### src/ppgc_pkg.sv
// ----------------------------------------------------------------------------
// ppgc_pkg
// shared types, constants and the arctangent table for the pose controller
// ----------------------------------------------------------------------------
`default_nettype none
package ppgc_pkg;

  localparam int CordicSteps = 16;
  localparam int StepW = 5;

  // angle constants, Q3.13 and Q16 accumulator
  localparam logic signed [17:0] Pi13 = 18'sd25736;
  localparam logic signed [17:0] HalfPi13 = 18'sd12868;
  localparam logic signed [17:0] TwoPi13 = 18'sd51472;
  localparam logic signed [20:0] Pi16 = 21'sd205887;
  localparam logic signed [20:0] HalfPi16 = 21'sd102944;

  // register indexes
  localparam logic [2:0] RegTargetX = 3'd0;
  localparam logic [2:0] RegTargetY = 3'd1;
  localparam logic [2:0] RegTargetHeading = 3'd2;
  localparam logic [2:0] RegGainRho = 3'd3;
  localparam logic [2:0] RegGainAlpha = 3'd4;
  localparam logic [2:0] RegGainBeta = 3'd5;
  localparam logic [2:0] RegArriveRadius = 3'd6;
  localparam logic [2:0] RegMaxSpeed = 3'd7;

  typedef enum logic [3:0] {
    ST_IDLE,
    ST_DIFF,
    ST_SQ,
    ST_SQY,
    ST_NEAR,
    ST_SQRT,
    ST_CORDIC,
    ST_ANGLES,
    ST_SPEED,
    ST_MULA,
    ST_MULB,
    ST_DONE
  } state_t;

  // arctangent of 2^-i, 2^16 per radian
  function automatic logic [15:0] atan_q16(input logic [StepW-1:0] i);
    logic [15:0] r;
    begin
      case (i)
        5'd0: r = 16'd51472;
        5'd1: r = 16'd30386;
        5'd2: r = 16'd16055;
        5'd3: r = 16'd8150;
        5'd4: r = 16'd4091;
        5'd5: r = 16'd2047;
        5'd6: r = 16'd1024;
        5'd7: r = 16'd512;
        5'd8: r = 16'd256;
        5'd9: r = 16'd128;
        5'd10: r = 16'd64;
        5'd11: r = 16'd32;
        5'd12: r = 16'd16;
        5'd13: r = 16'd8;
        5'd14: r = 16'd4;
        5'd15: r = 16'd2;
        5'd16: r = 16'd1;
        default: r = 16'd0;
      endcase
      return r;
    end
  endfunction

  // wrap into (-pi, pi] for inputs within (-3pi, 3pi)
  function automatic logic signed [17:0] wrap13(input logic signed [17:0] a);
    logic signed [17:0] m;
    begin
      m = a;
      if (m > Pi13) m = m - TwoPi13;
      else if (m <= -Pi13) m = m + TwoPi13;
      if (m > Pi13) m = m - TwoPi13;
      else if (m <= -Pi13) m = m + TwoPi13;
      return m;
    end
  endfunction

endpackage
`default_nettype wire

### src/ppgc_isqrt.sv
// ----------------------------------------------------------------------------
// ppgc_isqrt
// bit-serial integer square root, one result bit per cycle
// ----------------------------------------------------------------------------
`default_nettype none
module ppgc_isqrt (
  input  wire logic        clk,
  input  wire logic        rst,
  input  wire logic        start,
  input  wire logic [49:0] radicand,
  output logic             busy,
  output logic [24:0]      root
);
  import ppgc_pkg::*;

  logic [49:0] rem;
  logic [49:0] acc;
  logic [49:0] bitv;
  logic [49:0] trial;

  assign trial = acc + bitv;

  // restoring square root walking down two bits per cycle
  always_ff @(posedge clk) begin
    if (rst) begin
      busy <= 1'b0;
    end else if (start) begin
      busy <= 1'b1;
      rem <= radicand;
      acc <= '0;
      bitv <= 50'd1 << 48;
    end else if (busy) begin
      if (rem >= trial) begin
        rem <= rem - trial;
        acc <= (acc >> 1) + bitv;
      end else begin
        acc <= acc >> 1;
      end
      bitv <= bitv >> 2;
      if (bitv[0]) busy <= 1'b0;
    end
  end

  assign root = acc[24:0];

  // the search stops exactly when the last bit has been tried
  a_bit_grid: assert property (@(posedge clk) disable iff (rst)
    busy |-> ($onehot(bitv) && ((bitv & 50'h1555555555555) != '0)))
    else $error("root bit weight off its grid");
endmodule
`default_nettype wire

### config.mk
export PLATFORM = sky130hd
export DESIGN_NAME = ppgc_isqrt
export DESIGN_NICKNAME = d
export VERILOG_FILES = /design/src/ppgc_pkg.sv /design/src/ppgc_isqrt.sv
export SDC_FILE = /design/constraint.sdc
export NUM_CORES = 1
export LEC_CHECK = 0
export BUFFER_PORTS_ARGS = -buffer_cell sky130_fd_sc_hd__buf_2
export CORE_UTILIZATION = 50
export DETAILED_ROUTE_END_ITERATION = 8
export GPL_TIMING_DRIVEN = 0
export PLACE_DENSITY = 0.68
export SLEW_MARGIN = 20
export SYNTH_ARGS = -nofsm -noshare
export SYNTH_HDL_FRONTEND = slang
export SYNTH_SLANG_ARGS = --single-unit
### constraint.sdc
create_clock -name clk -period 11.1 [get_ports clk]
set_clock_uncertainty 0.05 [all_clocks]
set_input_delay 1.665 -clock clk [delete_from_list [all_inputs] [get_ports clk]]
set_output_delay 1.665 -clock clk [all_outputs]
set_load 0.02 [all_outputs]
==> results.yml <==
clocking:
  clock_latency_ps: 430
  cts.htree.levels: 4
  cts_tree: "yes"
  clock-sinks: 126
  numCtsBuffers: 17
  cts_root_buffer: "clkbuf_16"
  clk_pin_slew_ps: 60
  cts.path.max_buffers: 2
  holdBufCountCts: 0
  post_cts_resized: 0
  post_cts_buffers: 0
synth:
  synthesis.area_um2: 11400
  async_flop_share_pct: 0
  synth.distinct_cells: 75
  syn-instance-count: 1279
  synth_top_area_share_pct: 33.0
  synth_area_per_cell_um2: 8.90
  synth-seq-cells: 126
  synthMostInstantiatedCell: "nand2_1"
  synth_edf_count: 125
  synth_ff_type: "edfxtp_1"
  synth_fp_nets: 1435
  ys_top_cells_by_area: "edfxtp_1, ha_1, xnor2_1"
  ys_seq_area_share_pct: 33.2
  synth_commonest_cells: "nand2_1, edfxtp_1, nor2_1, ha_1, o21ai_0"
  synth_area_leader_cell: "edfxtp_1"
  ys_warn_count: 0
timing:
  fin_crit_sh_pct: 60.8
  period_minus_slack_ps: 6750
  setup_violations: 0
  drv_slew: 0
  finalHoldViolCount: 0
  worst_pin_slew_ps: 865
  rsz0062_at_grt: "false"
  max_slew_margin_pct: 42.4
  max_clock_freq_mhz: 148
  tns_ps: 0
global_route:
  grt_start_max_net_pins: 28
  gr-usage-met3_pct: 3.37
  grt_use_met2_pct: 41.3
  antenna_found_initial: 0
  grt_pass1_vias: 9304
  grt-ovfl-total: 0
  use_met1_pct: 38.4
  grt_usage_pct: 26.6
  grt_busiest_layer: "met2"
  grt_pass1_wl_um: 48900
min_path:
  hold_class: "reg -> reg"
placed_design:
  io_buffers: 78
  dp.final_hpwl_um: 23700
  placed_area_um2: 12300
  gp_congestion: 0.930
finish:
  syn_to_final_growth_pct: 12.7
  fin_util_pct: 58.0
  diodes: 0
  drive_gt1_share_pct: 12.8
  final_area_um2: 12800
  nets: 1538
job:
  drv_cap: 0
setup_path:
  cp.arrival_ps: 6830
  critPathSlowestCell: "nor4_1"
  critPathTopFamily: "compound AO/OA/AOI/OAI gates"
  required_ps: 11180
  critPathCaptureType: "flop"
  path_max_fanout: 13
  crit_buf_inv: 4
  cp_cell_sequence: "ha_1, nand4_1, nor3_1, nand2b_1, o21ai_1, a31oi_1, o31ai_1, a21oi_1, o21bai_1, a31oi_1, xor2_1, ha_1, buf_2, nand4_1, nor4_1, nand2b_1, o31ai_1, or4_1, a211oi_2, or2_1, buf_2, a21boi_4, buf_8, buf_8"
  critical_path_class: "reg -> reg"
  slowest_delay_ps: 540
  start_kind: "flop"
die:
  die_area_um2: 23400
  core_um2: 22100
  std_cell_rows: 54
  die_height_um: 153
  die_w_um: 153
  io-pin-count: 79
  initial_utilization_pct: 51.5
power_and_ir_drop:
  pwr-share-comb_pct: 47.5
  p_int_w: 0.00138
  seqPwrFrac_pct: 29.1
  power_w: 0.00231
  max-vdd-ir-drop_v: 0.0000922
  power.switching_w: 0.000932
  netSwitchingFraction_pct: 40.3
  clkPwrFrac_pct: 23.5
  p_per_area_nw_per_um2: 181
  power_leakage_nw: 5.07
routing:
  first_iter_violations: 755
  final_antenna_net_count: 0
  post_drt_wl_per_cell_um: 18.2
  wl_um: 30500
  viasPerCell: 5.96
  dr.pass1.iters: 7
  drc: 0
  num_vias: 9985
run_status:
  run_status: "complete, no violations"
-- routing by layer --
metal	vias up	part of all wire, %	routed length (µm)
met1	4718	48	14700
li1	4912	-	-
met3	38	5.6	1710
met4	0	1.9	575
met5	-	0	0
met2	317	44	13500
-- layout make-up --
class / instances / area, µm²
Fill cell: 2046 / 9270
Multi-Input combinational cell: 1055 / 7150
Sequential cell: 126 / 3770
Timing Repair Buffer: 84 / 515
Clock buffer: 20 / 437
Buffer: 77 / 399
Tap cell: 280 / 350
Clock inverter: 12 / 120
Inverter: 21 / 78.8
-- state kept, by name, indices dropped and copies added, names as in the netlist --
register	count
bitv	25
acc	50
busy	1
rem	50
-- power groups by stage --
stage	logic, W	registers (W)	clock network [W]
after floorplan	0.000831	0.000661	0
after global placement	0.00105	0.000687	0
after detailed placement	0.00108	0.000678	0
after CTS	0.00109	0.000671	0.000548
after global routing	0.00122	0.000679	0.000567
final	0.00110	0.000673	0.000543
-- path summary, 6_finish.rpt --
kind | from | end | slack, ps | cells after the start
hold / removal | bitv[0]$_SDFFCE_PP0P_ | busy$_SDFF_PP0_ | 500 | 1
setup reg to reg | acc[14]$_SDFFCE_PP0P_ | rem[20]$_DFFE_PP_ | 4350 | 24
setup / recovery | acc[14]$_SDFFCE_PP0P_ | rem[20]$_DFFE_PP_ | 4350 | 24
hold reg to reg | bitv[0]$_SDFFCE_PP0P_ | busy$_SDFF_PP0_ | 500 | 1
-- cell usage in the layout (no fill, tap or decap), drive strengths merged, types with 3 or more instances in the layout --
cell type | netlist | final
nand2 | 143 | 143
edfxtp | 125 | 125
buf | 39 | 123
nor2 | 105 | 105
ha | 102 | 102
o21ai | 101 | 101
xnor2 | 82 | 82
a21oi | 77 | 77
clkbuf | 38 | 58
xor2 | 57 | 57
a21o | 49 | 49
a31oi | 47 | 47
nor2b | 43 | 43
a211oi | 32 | 32
nand4 | 26 | 26
nor3 | 25 | 25
inv | 21 | 22
o21bai | 20 | 20
nand3 | 18 | 18
o31ai | 12 | 12
o21a | 11 | 11
nor3b | 11 | 11
and2 | 10 | 10
nand2b | 9 | 9
and3 | 8 | 8
clkinv | 0 | 7
a21boi | 7 | 7
a31o | 6 | 6
or2 | 5 | 5
and4 | 4 | 4
o211ai | 4 | 4
a41o | 3 | 3
a211o | 3 | 3
a2111oi | 3 | 3
-- through the flow --
stage / worst slack (ps) / cells / hold WS [ps]
detailed placement: 4480 / 1643 / 492
floorplan: 1500 / 1279 / 413
finish: 4350 / 1675 / 505
global placement: -2210 / 1637 / 448
global route: 3920 / 1675 / 529
CTS: 4460 / 1675 / 500
-- logic make-up after synthesis --
family,synth area share (%)
simple gates,17.4
compound gates,22.9
xor+xnor,10.7
flops,33.2
fa+ha+maj,11.4
buf+inv,4.20
mux,0.187
(Power assumes the default switching activity.)
